**src/rtl/core/cdg_pkg.sv**
```systemverilog
// Shared constants, types and helpers of the central-difference gradient block.
// No dependencies; used by every module of the block except cdg_ram.
package cdg_pkg;

  localparam int unsigned PixW        = 8;
  localparam int unsigned CfgW        = 12;
  localparam int unsigned CfgIdxW     = 1;
  localparam int unsigned RowW        = 11;
  localparam int unsigned ColW        = 11;
  localparam int unsigned GradW       = PixW + 1;
  localparam int unsigned EnergyW     = 17;
  localparam int unsigned DefMaxWidth = 2048;
  localparam int unsigned MaxHeight   = 2048;
  localparam int unsigned MinDim      = 3;
  localparam int unsigned ResetWidth  = 640;
  localparam int unsigned ResetHeight = 480;
  localparam int unsigned QueueDepth  = 4;

  localparam logic [CfgIdxW-1:0] RegImageWidth  = 1'd0;
  localparam logic [CfgIdxW-1:0] RegImageHeight = 1'd1;

  typedef enum logic {
    PhFirst,
    PhBorder
  } cdg_phase_e;

  typedef struct packed {
    logic [RowW-1:0]         row;
    logic [ColW-1:0]         col;
    logic signed [GradW-1:0] gx;
    logic signed [GradW-1:0] gy;
    logic                    two;
  } cdg_entry_t;

  function automatic logic [CfgW-1:0] clamp_dim(logic [CfgW-1:0] v, logic [CfgW-1:0] hi);
    logic [CfgW-1:0] r;
    r = v;
    if (v < CfgW'(MinDim)) begin
      r = CfgW'(MinDim);
    end else if (v > hi) begin
      r = hi;
    end
    return r;
  endfunction

endpackage

```
**src/rtl/core/cdg_back.sv**
```systemverilog
// Back of the gradient block: energy, border result of the last column and the
// output register. Depends on cdg_pkg.
module cdg_back (
  input  logic                                clk_i,
  input  logic                                rst_ni,
  input  logic                                head_valid_i,
  input  cdg_pkg::cdg_entry_t                 head_i,
  output logic                                pop_o,
  output logic                                out_valid_o,
  input  logic                                out_stall_i,
  output logic [cdg_pkg::RowW-1:0]            out_row_o,
  output logic [cdg_pkg::ColW-1:0]            out_col_o,
  output logic signed [cdg_pkg::GradW-1:0]    grad_x_o,
  output logic signed [cdg_pkg::GradW-1:0]    grad_y_o,
  output logic [cdg_pkg::EnergyW-1:0]         grad_energy_o,
  output logic                                last_of_run_o
);
  import cdg_pkg::*;

  cdg_phase_e phase_q, phase_d;
  logic       out_valid_q, out_free, load, sel_border, last;
  logic signed [2*GradW-1:0] sq_x, sq_y;
  logic [2*GradW:0]          esum;

  logic [RowW-1:0]         row_q;
  logic [ColW-1:0]         col_q;
  logic signed [GradW-1:0] gx_q, gy_q;
  logic [EnergyW-1:0]      energy_q;
  logic                    last_q;

  assign out_free = ~out_valid_q | ~out_stall_i;
  assign load     = head_valid_i & out_free;

  always_comb begin
    phase_d = phase_q;
    case (phase_q)
      PhFirst: begin
        if (load && head_i.two) begin
          phase_d = PhBorder;
        end
      end
      PhBorder: begin
        if (load) begin
          phase_d = PhFirst;
        end
      end
      default: phase_d = PhFirst;
    endcase
  end

  always_comb begin
    sel_border = (phase_q == PhBorder);
    last       = sel_border | ~head_i.two;
    pop_o      = load & last;
  end

  assign sq_x = $signed(head_i.gx) * $signed(head_i.gx);
  assign sq_y = $signed(head_i.gy) * $signed(head_i.gy);
  assign esum = {1'b0, sq_x} + {1'b0, sq_y};

  always_ff @(posedge clk_i or negedge rst_ni) begin
    if (!rst_ni) begin
      phase_q     <= PhFirst;
      out_valid_q <= 1'b0;
    end else begin
      phase_q <= phase_d;
      if (load) begin
        out_valid_q <= 1'b1;
      end else if (!out_stall_i) begin
        out_valid_q <= 1'b0;
      end
    end
  end

  always_ff @(posedge clk_i) begin
    if (load) begin
      row_q    <= head_i.row;
      col_q    <= sel_border ? (head_i.col + ColW'(1)) : head_i.col;
      gx_q     <= sel_border ? '0 : head_i.gx;
      gy_q     <= sel_border ? '0 : head_i.gy;
      energy_q <= sel_border ? '0 : EnergyW'(esum);
      last_q   <= last;
    end
  end

  assign out_valid_o   = out_valid_q;
  assign out_row_o     = row_q;
  assign out_col_o     = col_q;
  assign grad_x_o      = gx_q;
  assign grad_y_o      = gy_q;
  assign grad_energy_o = energy_q;
  assign last_of_run_o = last_q;

endmodule

```
**config.mk**
```make
export PLATFORM = sky130hd
export DESIGN_NAME = cdg_back
export DESIGN_NICKNAME = d
export VERILOG_FILES = /design/src/rtl/core/cdg_pkg.sv /design/src/rtl/core/cdg_back.sv
export SDC_FILE = /design/constraint.sdc
export NUM_CORES = 1
export LEC_CHECK = 0
export BUFFER_PORTS_ARGS = -buffer_cell sky130_fd_sc_hd__buf_2
export CAP_MARGIN = 40
export CORE_ASPECT_RATIO = 1.25
export CORE_MARGIN = 1.5
export CORE_UTILIZATION = 40
export DETAILED_ROUTE_END_ITERATION = 7
export GPL_TIMING_DRIVEN = 0
export MAX_ROUTING_LAYER = met4
export PLACE_DENSITY_LB_ADDON = 0.2
export SLEW_MARGIN = 5
export SYNTH_ARGS = -nofsm -noshare
export SYNTH_HDL_FRONTEND = slang
export SYNTH_SLANG_ARGS = --single-unit
```
**constraint.sdc**
```tcl
create_clock -name clk_i -period 9.7 [get_ports clk_i]
set_input_delay 0 -clock clk_i [delete_from_list [all_inputs] [get_ports clk_i]]
set_output_delay 0 -clock clk_i [all_outputs]
set_load 0.02 [all_outputs]
```
==> results.ini <==
[run_status]
outcome=complete, but fails checks
violations=DRC

[die]
die_w_um=125.8
dieArea_um2=19680
rows=55
die_y_um=156.5
core_area_um2=18310
start_util_pct=41.17
ios=105

[global_route]
grt_pass1_vias=5533
antenna_found_initial=0
grt_pass1_wl_mm=26.25
track_usage_pct=17.86
grt_max_degree=26
overflow=0

[detailed_routing]
via_count=4994
vias_per_cell=4.694
firstDrtPassIters=8
wl_per_cell_um=14.72
ant_nets=0
drcViolationCount=9
routed_wl_mm=15.67
drt_iter0_markers=243

[logic_synthesis]
syn-num-nets=946
ys_async_sr_fraction_pct=3.333
syn_inst=696
synth_compound_area_share_pct=3.487
synth.most_common_cell=inv_1
synth.top_cell.area_share_pct=35.07
muxShareOfSynthArea_pct=0.9298
synth_edf_count=58
synth_cell_types=41
syn_area_um2=7536
yosys.area_share.simple_pct=10.36
ys_seq_area_share_pct=23.78
yosysWarnings=0
synth-seq-cells=60
synth_xor_area_share_pct=5.114
synth_fa_ha_area_share_pct=47.19
synth_flop_cell=edfxtp_1
syn_avg_cell_area_um2=10.83
yosys-top-cells-area=fa_1 (35%), edfxtp_1 (23%), ha_1 (12%), inv_1 (8.1%), xnor2_1 (3.4%)
synth_top_family_by_area=adder cells
synth_common_cells=inv_1 (163), fa_1 (132), ha_1 (73), edfxtp_1 (58), nand2_1 (49)
synth_top_area_cell=fa_1

[sta]
worst_pin_slew_ns=0.6269
slew_violations=0
slew_headroom_pct=58.21
fin_skew_ns=0.01150
hold_violations=0
final-setup-viol-count=0
layout_min_cycle_time_ns=5.951
rsz0062_at_grt=no
max_freq_ghz=0.1680
period_share_pct=61.35
finalSetupTns_ns=0
worst_slack_ns=3.749

[worst_setup_path]
path_buf_inv=7
critPathTopFamily=adder cells
endpoint_kind=register
cpMostUsedCell=fa_1
cp_max_fo=10
slowest_stage=fa_1
cp-start-kind=input port
slowest_delay_ns=0.70
worstPathCellList=buf_2, clkbuf_1, nand2_1, fa_1, inv_1, fa_1, inv_1, fa_1, inv_1, fa_1, inv_1, fa_1, inv_1, fa_1, ha_1, ha_1, or3_1, a211oi_1, nor3_1, mux2_4
arrival_ns=6.03
path_class=in2reg
required_ns=9.78

[placed_design]
dpl_cell_area_um2=8413
gp_congestion=0.8613
place_ws_ns=3.425
placed_cells=1029
post-dp-hpwl_mm=13.27
portBuffers=102

[cells_and_area]
syn2layout_area_growth_pct=18.05
finalNetCount=1081
area.sequential_um2=1792
antenna_cells=0
final_cells=1064
drive_above_1_share_pct=15.91
nFillCells=1737
multi_input_area_um2=5066
design_area_um2=8896

[job]
drv_cap=0

[clock_tree]
cts_sinks=60
cts_buffers=9
clk_pin_slew_ns=0.06
htree_levels=3
insertion_delay_ns=0.33
clockBufferDepth=2
tritoncts=yes
cts_root_buf=clkbuf_16
cts_resized=0

[hold_path]
hold_path_class=in2reg

==> per-layer routing <==
metal / track usage [%] / vias to the layer above / routed length [µm]
met5: - / - / 0
met4: 4.160 / 0 / 204
met3: 2.188 / 12 / 627
met2: 34.75 / 97 / 8824
met1: 19.28 / 2483 / 6010
li1: - / 2402 / -
==> layout by cell type (no fill, tap or decap), types with 3 or more instances in the layout <==
master	Yosys	routed
nand3_1	8	8
clkbuf_1	18	19
nor3_1	5	5
nor2_1	34	34
clkbuf_16	0	9
mux2_2	4	4
a21oi_1	8	8
buf_2	2	104
dlygate4sd3_1	0	19
nand2_1	49	49
and2_1	26	26
edfxtp_1	58	58
nand2b_1	4	4
a31oi_1	3	3
nor2b_1	25	25
a211oi_1	5	5
o21bai_1	4	4
xnor2_1	29	29
o21ai_0	3	3
inv_1	163	163
ha_1	73	73
xor2_1	15	15
a21o_1	6	6
fa_1	132	132
==> cell type report <==
cell class              instances  area share, %
plain buffers                  20         0.8720
clock buffers                  10          2.574
clock inverters                 6         0.7173
inverters                     163          6.878
multi-input cells             453          56.95
flip-flops and latches         60          20.14
well taps                     228          3.207
repair buffers                124          8.664
==> registers in the layout, summed over array words and instances (netlist names) <==
| name | flops |
|---|---|
| out_valid_o | 1 |
| grad_y_o | 9 |
| out_col_o | 11 |
| grad_x_o | 9 |
| grad_energy_o | 17 |
| phase_q | 1 |
| out_row_o | 11 |
| last_of_run_o | 1 |
==> repair_timing <==
item                      CTS  global route
hold endpoints to repair   19             0
setup buffers               0             0
hold buffers               19             0
==> final timing paths <==
kind	to	startpoint	slack (ns)	cells past startpoint
worst min-delay path	out_col_o[7]	head_i[26]	0.003	2
worst max register to register	grad_y_o[8]	phase_q	7.70	4
max in group asynchronous	phase_q	rst_ni	9.05	3
min in group asynchronous	out_valid_o	rst_ni	0.53	3
worst min register to register	grad_energy_o[16]	out_valid_o	0.73	1
worst max-delay path	grad_energy_o[16]	head_i[1]	3.75	20
==> stage by stage <==
step	hold WS (ns)	util (%)
6_report	0.003018	48.60
4_1_cts	0.002655	48.60
2_1_floorplan	-0.2956	-
3_3_place_gp	-0.2121	45.52
3_5_place_dp	-0.2128	45.96
5_1_grt	0.01490	48.60
==> cell families after synthesis <==
kind of cell | Yosys count
xor gates and xnor gates | 44
adders and majority gates | 205
AOI/OAI and AO/OA | 38
DFF | 60
muxes | 6
and+or+nand+nor | 160
buffers and inverters | 183
Power is left out: the tool's default activity adds up to more than one toggle a clock period on the data nets, which glitch-free logic cannot reach.
