### src/rtl/core/cdg_pkg.sv
// Shared constants, types and helpers of the central-difference gradient block.
// No dependencies; used by every module of the block except cdg_ram.
package cdg_pkg;

  localparam int unsigned PixW        = 8;
  localparam int unsigned CfgW        = 12;
  localparam int unsigned CfgIdxW     = 1;
  localparam int unsigned RowW        = 11;
  localparam int unsigned ColW        = 11;
  localparam int unsigned GradW       = PixW + 1;
  localparam int unsigned EnergyW     = 17;
  localparam int unsigned DefMaxWidth = 2048;
  localparam int unsigned MaxHeight   = 2048;
  localparam int unsigned MinDim      = 3;
  localparam int unsigned ResetWidth  = 640;
  localparam int unsigned ResetHeight = 480;
  localparam int unsigned QueueDepth  = 4;

  localparam logic [CfgIdxW-1:0] RegImageWidth  = 1'd0;
  localparam logic [CfgIdxW-1:0] RegImageHeight = 1'd1;

  typedef enum logic {
    PhFirst,
    PhBorder
  } cdg_phase_e;

  typedef struct packed {
    logic [RowW-1:0]         row;
    logic [ColW-1:0]         col;
    logic signed [GradW-1:0] gx;
    logic signed [GradW-1:0] gy;
    logic                    two;
  } cdg_entry_t;

  function automatic logic [CfgW-1:0] clamp_dim(logic [CfgW-1:0] v, logic [CfgW-1:0] hi);
    logic [CfgW-1:0] r;
    r = v;
    if (v < CfgW'(MinDim)) begin
      r = CfgW'(MinDim);
    end else if (v > hi) begin
      r = hi;
    end
    return r;
  endfunction

endpackage

### src/rtl/core/cdg_fifo.sv
// Short result queue between the front and back of the gradient block.
// Depends on cdg_pkg for the entry type.
module cdg_fifo #(
  parameter int unsigned Depth = cdg_pkg::QueueDepth
) (
  input  logic               clk_i,
  input  logic               rst_ni,
  input  logic               push_i,
  input  cdg_pkg::cdg_entry_t data_i,
  output logic               full_o,
  input  logic               pop_i,
  output logic               valid_o,
  output cdg_pkg::cdg_entry_t data_o
);
  import cdg_pkg::*;

  localparam int unsigned PtrW = (Depth > 1) ? $clog2(Depth) : 1;
  localparam int unsigned CntW = $clog2(Depth + 1);

  cdg_entry_t      mem_q [Depth];
  logic [PtrW-1:0] wptr_q, wptr_d, rptr_q, rptr_d;
  logic [CntW-1:0] cnt_q, cnt_d;
  logic            do_push, do_pop;

  assign full_o  = (cnt_q == CntW'(Depth));
  assign valid_o = (cnt_q != '0);
  assign data_o  = mem_q[rptr_q];
  assign do_push = push_i & ~full_o;
  assign do_pop  = pop_i & valid_o;

  always_comb begin
    wptr_d = wptr_q;
    rptr_d = rptr_q;
    cnt_d  = cnt_q;
    if (do_push) begin
      wptr_d = (wptr_q == PtrW'(Depth - 1)) ? '0 : wptr_q + PtrW'(1);
    end
    if (do_pop) begin
      rptr_d = (rptr_q == PtrW'(Depth - 1)) ? '0 : rptr_q + PtrW'(1);
    end
    if (do_push & ~do_pop) begin
      cnt_d = cnt_q + CntW'(1);
    end else if (do_pop & ~do_push) begin
      cnt_d = cnt_q - CntW'(1);
    end
  end

  always_ff @(posedge clk_i or negedge rst_ni) begin
    if (!rst_ni) begin
      wptr_q <= '0;
      rptr_q <= '0;
      cnt_q  <= '0;
    end else begin
      wptr_q <= wptr_d;
      rptr_q <= rptr_d;
      cnt_q  <= cnt_d;
    end
  end

  always_ff @(posedge clk_i) begin
    if (do_push) begin
      mem_q[wptr_q] <= data_i;
    end
  end

endmodule

### config.mk
export PLATFORM = sky130hd
export DESIGN_NAME = cdg_fifo
export DESIGN_NICKNAME = d
export VERILOG_FILES = /design/src/rtl/core/cdg_pkg.sv /design/src/rtl/core/cdg_fifo.sv
export SDC_FILE = /design/constraint.sdc
export NUM_CORES = 1
export LEC_CHECK = 0
export BUFFER_PORTS_ARGS = -buffer_cell sky130_fd_sc_hd__buf_4
export CAP_MARGIN = 15
export CORE_UTILIZATION = 55
export DETAILED_ROUTE_END_ITERATION = 10
export PLACE_DENSITY = 0.77
export SYNTH_ARGS = -nofsm -noshare
export SYNTH_HDL_FRONTEND = slang
export SYNTH_SLANG_ARGS = --single-unit
### constraint.sdc
create_clock -name clk_i -period 4.3 [get_ports clk_i]
set_input_delay 0.43 -clock clk_i [delete_from_list [all_inputs] [get_ports clk_i]]
set_output_delay 0.43 -clock clk_i [all_outputs]
set_load 0.1 [all_outputs]
==> key figures, run 1 <==
STA
  • Final Cycle Share: 64.8%
  • Fin. Hold Viols: 0
  • Crit path time final: 2.79 ns
  • Slew @ Worst Pin: 1.09 ns
  • Fmax: 359 MHz
  • Relative slew slack: 27.4%
  • Final setup violation count: 0
  • Pins Over Slew Limit: 0
  • Final hold slack: 0.209 ns
  • Clock Skew: 0.00932 ns
  • Setup TNS: 0 ns
  • RSZ-0062 raised after global routing: false

Setup path
  • Required @ worst endpoint: 3.87 ns
  • CP arrival: 2.36 ns
  • Critical Path Sink Type: output port
  • Critical path type: register to output port
  • Start of the worst register-to-register path: cnt_q[2]
  • Crit-path max FO: 44
  • Startpoint Class: register
  • RR Endpoint: mem_q[2][4]
  • Reg2Reg Setup Slack: 1.89 ns
  • Path depth of the worst reg2reg path: 4

Global route
  • Largest net degree at the start of global routing: 45
  • Gr usage total: 18.8%
  • Total grt overflow: 0
  • Global routing met1 resource utilization: 24.6%
  • GRT busiest layer: met2
  • Vias in the first global route: 2876
  • Grt met2 use: 29.1%
  • GR Util met3: 6.41%
  • Initial antenna violation count: 0
  • First-pass GRT wire length: 15700 um

Final layout
  • Share of layout cells above drive strength 1: 46.8%
  • Sequential Area: 5100 um2
  • Diodes inserted: 0
  • Post-layout net count: 403
  • FILL cells: 732
  • Area Overhead vs Synth: 20.7%
  • Multi-input logic area: 1200 um2

Die
  • Die Span Y: 110 um
  • Die Footprint: 12100 um2
  • Row Count: 39
  • Ports: 88
  • Core Box Area: 11400 um2
  • Die outline width: 110 um
  • Initial Util: 56.3%

Clock tree
  • # H-tree levels: 4
  • CTS clock-pin slew for the worst setup and hold paths: 0.06 ns
  • CTS root buffer: clkbuf_16
  • Clock latency on the worst-skew pair: 0.42 ns
  • CTS buffer count: 17
  • CTS Buffer Depth: 2
  • CTS tree: built
  • Clock sinks: 171
  • Post-CTS Setup Repair Bufs: 0

Drt
  • Vias post-DR: 2795
  • Drt drc: 0
  • Routed WL: 10500 um
  • Vias/cell: 5.52
  • DRT Pass-1 Iters: 4
  • Post-DRT Antenna Nets: 0
  • DR iter-0 viols: 164
  • Per-cell routed wire length: 20.8 um

Logic synthesis
  • Area contributors post-synth: edfxtp_1, mux4_2, dfrtp_1, buf_12, mux4_1
  • Number of flops mapped to enable cells by yosys: 164
  • Most instantiated cells after synthesis: edfxtp_1, mux4_2, dfrtp_1
  • Top-count cell post-synth: edfxtp_1
  • Yosys top cell by area: edfxtp_1
  • Distinct cells, synth: 21
  • Syn avg cell area: 25.5 um2
  • Ys Warns: 0
  • Synthesized area: 6430 um2
  • Synth Flop Type: edfxtp_1
  • Post-Syn Nets: 304
  • Synth top area share: 76.6%
  • Cells after Synth: 252
  • Sequential fraction of the synthesis area: 79.3%
  • #FFs+latches synth: 171
  • Share of flip-flops with an asynchronous set or reset: 4.09%

Placement
  • GP Congestion: 0.666
  • PortBufs: 87
  • Hpwl dp: 6030 um

Min path
  • Hold Path Origin: data_i[23]
  • WHS Path Cells: 1
  • Min-Delay Path Class: input pin to register
  • Min-Delay Endpoint: mem_q[1][23]

Run
  • MaxCap Viol Count: 0

Status
  • Status: finished, final reports clean
critical path, cell delays in order, from the launching register on:
cell and delay [ns]:
dfrtp_4 0.99, mux4_1 0.67, buf_4 0.26
cell families after synthesis:
logic type / count (synthesis) / share of synthesized area, %
adders and majority gates: 7 / 1.48
muxes: 46 / 15.5
and+or+nand+nor: 11 / 1.13
xor gates and xnor gates: 3 / 0.409
buffers and inverters: 14 / 2.14
DFF: 171 / 79.3
area by class of cell:
class | count | share of cell area [%]
multi-input combinational | 67 | 15.4
sequential | 171 | 65.8
timing repair buffer | 91 | 8.84
clock inverter | 13 | 1.97
tap | 143 | 2.31
inverter | 3 | 0.145
clock buffer | 18 | 5.53
worst max-delay path by stage:
stage,slack [ns],from,endpoint
floorplan,1.23,cnt_q[0],cnt_q[1]
global placement,1.91,rptr_q[0],data_o[31]
detailed placement,1.87,cnt_q[2],mem_q[0][30]
CTS,1.43,rptr_q[0],data_o[31]
global route,1.36,rptr_q[0],data_o[31]
finish,1.51,rptr_q[0],data_o[31]
sequential cells by signal, summed over array words and instances, names as in the netlist:
register,cells
mem_q,164
cnt_q,3
rptr_q,2
wptr_q,2
per-layer routing:
layer | vias up | share of wire, %
li1 | 1260 | -
met5 | - | 0
met1 | 1434 | 43
met3 | 13 | 6.4
met2 | 88 | 50
met4 | 0 | 1.4
metrics by stage:
step	instances	setup WS [ns]	utilization, %	area, um2
after floorplan	252	1.23	-	6430
after global placement	474	1.91	62.8	7170
after detailed placement	474	1.87	62.8	7170
after CTS	506	1.43	68.0	7760
after global routing	506	1.36	68.0	7760
final	506	1.51	68.0	7760
placed cells by master (no fill, tap or decap):
cell type	netlist	final
nor2_1	3	3
mux4_2	38	38
dlygate4sd3_1	0	1
clkbuf_16	0	17
nor3b_2	1	1
xnor2_1	1	1
nand2_2	1	1
nor2b_1	1	1
clkbuf_1	1	1
dfrtp_4	0	1
dfrtp_1	7	5
clkinv_4	0	2
buf_4	0	90
ha_1	6	6
bufinv_16	0	3
clkinvlp_4	0	3
mux2_2	3	3
clkinv_1	0	2
mux2_4	2	2
mux4_1	3	3
or3_4	1	1
dfrtp_2	0	1
fa_1	1	1
xor2_1	2	2
clkinv_2	0	3
inv_1	3	3
and2_2	0	4
edfxtp_1	164	164
what timing repair did:
action	in CTS	in global routing
setup endpoints to repair	0	0
gates resized for setup	0	0
hold endpoints to repair	7	0
hold buffers	1	0
Power of run 1 is left out: the tool's default activity adds up to more than one toggle a clock period on the data nets, which glitch-free logic cannot reach.
==> inputs of run 2 (changes only) <==
--- a/config.mk
+++ b/config.mk
@@ -5,11 +5,12 @@
 export SDC_FILE = /design/constraint.sdc
 export NUM_CORES = 1
 export LEC_CHECK = 0
+export ABC_AREA = 1
 export BUFFER_PORTS_ARGS = -buffer_cell sky130_fd_sc_hd__buf_4
 export CAP_MARGIN = 15
-export CORE_UTILIZATION = 55
+export CORE_UTILIZATION = 52
 export DETAILED_ROUTE_END_ITERATION = 10
-export PLACE_DENSITY = 0.77
+export PLACE_DENSITY = 0.75
 export SYNTH_ARGS = -nofsm -noshare
 export SYNTH_HDL_FRONTEND = slang
 export SYNTH_SLANG_ARGS = --single-unit
==> constraint.sdc (replaced) <==
create_clock -name clk_i -period 2.25 [get_ports clk_i]
set_input_delay 0.225 -clock clk_i [delete_from_list [all_inputs] [get_ports clk_i]]
set_output_delay 0.225 -clock clk_i [all_outputs]
set_load 0.1 [all_outputs]
==> run 2 against run 1 <==
Worst hold slack got worse by 0.19 ns. Critical path type unchanged. Cell count increased by 69%. Critical path depth increased by 3. Sequential share of layout area decreased by 10 points. Worst setup slack got worse by 1.4 ns. Final area increased by 18%. Synthesized area increased by 17%.
==> key figures, run 2 <==
Status
  • Status: finished, final reports clean (unchanged)

Placement
  • GP Congestion: 0.748 (was 0.666)
  • Pre-CTS WS: 0.412 ns (was 1.87 ns)
  • Hpwl dp: 8410 um (was 6030 um)
  • PortBufs: 87 (unchanged)
  • Cell Area, Placed: 8310 um2 (was 7170 um2)

Setup path
  • Startpoint Class: register (unchanged)
  • Critical Path Sink Type: output port (unchanged)
  • CP arrival: 1.87 ns (was 2.36 ns)
  • Required @ worst endpoint: 2.03 ns (was 3.87 ns)
  • Critical path type: register to output port (unchanged)
  • Crit-path max FO: 56 (was 44)

Final layout
  • Biggest regs: mem_q (164), cnt_q (3) (unchanged)
  • Most flops, register: mem_q (unchanged)
  • Share of layout cells above drive strength 1: 34.8% (was 46.8%)
  • Most common library cell in the layout ignoring fill and taps: edfxtp_1 (unchanged)
  • FILL cells: 987 (was 732)
  • Most frequent cells in the layout: edfxtp_1, nand2_1, inv_1 (was edfxtp_1, buf_4, mux4_2)
  • Post-layout net count: 714 (was 403)
  • Diodes inserted: 0 (unchanged)
  • Design area: 9180 um2 (was 7760 um2)
  • Largest register FFs: 164 (unchanged)
  • Area Overhead vs Synth: 22.4% (was 20.7%)

Logic synthesis
  • Syn avg cell area: 13.9 um2 (was 25.5 um2)
  • Synth top area share: 65.7% (was 76.6%)
  • Post-Syn Nets: 590 (was 304)
  • Most instantiated cells after synthesis: edfxtp_1, nand2_1, inv_1 (was edfxtp_1, mux4_2, dfrtp_1)
  • Sequential fraction of the synthesis area: 68.0% (was 79.3%)
  • Ys Warns: 0 (unchanged)
  • Area contributors post-synth: edfxtp_1, o211ai_2, nand2_1, inv_1, nand2_2 (was edfxtp_1, mux4_2, dfrtp_1, buf_12, mux4_1)
  • Synthesized area: 7500 um2 (was 6430 um2)
  • Cells after Synth: 538 (was 252)
  • #FFs+latches synth: 171 (unchanged)
  • Yosys top cell by area: edfxtp_1 (unchanged)
  • Top-count cell post-synth: edfxtp_1 (unchanged)
  • Share of flip-flops with an asynchronous set or reset: 4.09% (unchanged)
  • Number of flops mapped to enable cells by yosys: 164 (unchanged)
  • Synth Flop Type: edfxtp_1 (unchanged)
  • Distinct cells, synth: 19 (was 21)

STA
  • Pins Over Slew Limit: 0 (unchanged)
  • Final setup violation count: 0 (unchanged)
  • Crit path time final: 2.09 ns
  • Final hold slack: 0.0142 ns (was 0.209 ns)
  • Clock Skew: 0.00671 ns (was 0.00932 ns)
  • Slew @ Worst Pin: 0.398 ns (was 1.09 ns)
  • Final Cycle Share: 93.0%
  • RSZ-0062 raised after global routing: false (unchanged)
  • Fin. Hold Viols: 0 (unchanged)
  • Setup TNS: 0 ns (unchanged)
  • PnR worst setup slack: 0.157 ns (was 1.51 ns)
  • Relative slew slack: 73.4% (was 27.4%)
  • Fmax: 478 MHz

Global route
  • Total grt overflow: 0 (unchanged)
  • Initial antenna violation count: 0 (unchanged)
  • Largest net degree at the start of global routing: 57 (was 45)
  • First-pass GRT wire length: 21800 um (was 15700 um)
  • Vias in the first global route: 4414 (was 2876)
  • Gr usage total: 19.9% (was 18.8%)

Die
  • Die Footprint: 14900 um2 (was 12100 um2)
  • Initial Util: 53.6% (was 56.3%)
  • Die outline width: 122 um (was 110 um)
  • Core Box Area: 14000 um2 (was 11400 um2)
  • Ports: 88 (unchanged)
  • Die Span Y: 122 um (was 110 um)
  • Row Count: 43 (was 39)

Drt
  • Vias post-DR: 4356 (was 2795)
  • Post-DRT Antenna Nets: 0 (unchanged)
  • DR iter-0 viols: 286 (was 164)
  • DRT Pass-1 Iters: 4 (unchanged)
  • Per-cell routed wire length: 16.1 um (was 20.8 um)
  • Drt drc: 0 (unchanged)
  • Routed WL: 13800 um (was 10500 um)
  • Vias/cell: 5.09 (was 5.52)

Clock tree
  • Clock sinks: 171 (unchanged)
  • Clock latency on the worst-skew pair: 0.42 ns (about the same)
  • CTS Buffer Depth: 2 (unchanged)
  • CTS clock-pin slew for the worst setup and hold paths: 0.06 ns (about the same)
  • CTS root buffer: clkbuf_16 (unchanged)
  • CTS buffer count: 17 (unchanged)
  • CTS tree: built (unchanged)
  • # H-tree levels: 4 (unchanged)

Run
  • MaxCap Viol Count: 0 (unchanged)

Min path
  • Min-Delay Path Class: input pin to register (unchanged)
==> run 2: cell count changes after synthesis, sizes merged, moves of 7 or more <==
cell / change
buf: +17
inv: +94
mux4: -41
nand2: +137
nand3: +7
o211ai: +82
==> run 2: final timing paths <==
| path | startpoint | endpoint | slack (ns) | cells after the start |
|---|---|---|---|---|
| worst max-delay path | rptr_q[0] | data_o[19] | 0.16 | 5 |
| worst max register to register | cnt_q[0] | cnt_q[2] | 0.41 | 10 |
| max in group asynchronous | rst_ni | rptr_q[0] | 1.96 | 2 |
| worst min register to register | cnt_q[2] | cnt_q[2] | 0.51 | 2 |
| min in group asynchronous | rst_ni | wptr_q[0] | 0.15 | 2 |
| worst min-delay path | data_i[20] | mem_q[2][20] | 0.01 | 1 |
==> run 2: layer usage <==
layer	part of all wire [%]	vias to the layer above	global-route usage, %	wire, um
met3	5.6	22	6.27	775
met2	52	108	33.9	7100
met4	1.4	0	7.39	199
met5	0	-	0	0
li1	-	2100	-	-
met1	41	2126	23.7	5680
==> run 2: kinds of logic (layout without fill, tap and decap cells) <==
logic type | after synthesis | after routing | share of synthesized area, %
and+or+nand+nor | 152 | 152 | 9.13
AOI/OAI and AO/OA | 83 | 83 | 12.3
adders and majority gates | 7 | 7 | 1.27
xor gates and xnor gates | 1 | 1 | 0.117
buffers and inverters | 124 | 261 | 9.18
DFF | 171 | 171 | 68.0
==> run 2: final cells by class <==
cell class	instances	area, um2	share of cell area (%)
multi-input cells	243	1740	19.0
well taps	180	225	2.45
repair buffers	132	1180	12.8
inverters	97	364	3.97
clock inverters	12	129	1.40
clock buffers	20	437	4.76
flip-flops and latches	171	5100	55.6
==> run 2: what timing repair did <==
| action | CTS | global route |
|---|---|---|
| resized for setup | 0 | 2 |
| setup endpoints to repair | 0 | 6 |
| buffers inserted | 0 | 1 |
| hold buffers | 26 | 1 |
| endpoints found under the hold margin | 99 | 4 |
==> run 2: critical path, cell delays in order (launching register included) <==
cell and delay [ns]:
dfrtp_4 0.58, buf_16 0.25, nand2_1 0.13, o211ai_2 0.08
nand2_1 0.09, buf_4 0.29
==> run 2: through the flow <==
stage,util [%],cells
floorplan,-,538
global placement,59.4,795
detailed placement,59.4,795
CTS,65.3,853
global route,65.6,855
finish,65.6,855
Power of run 2 is left out for the same reason.
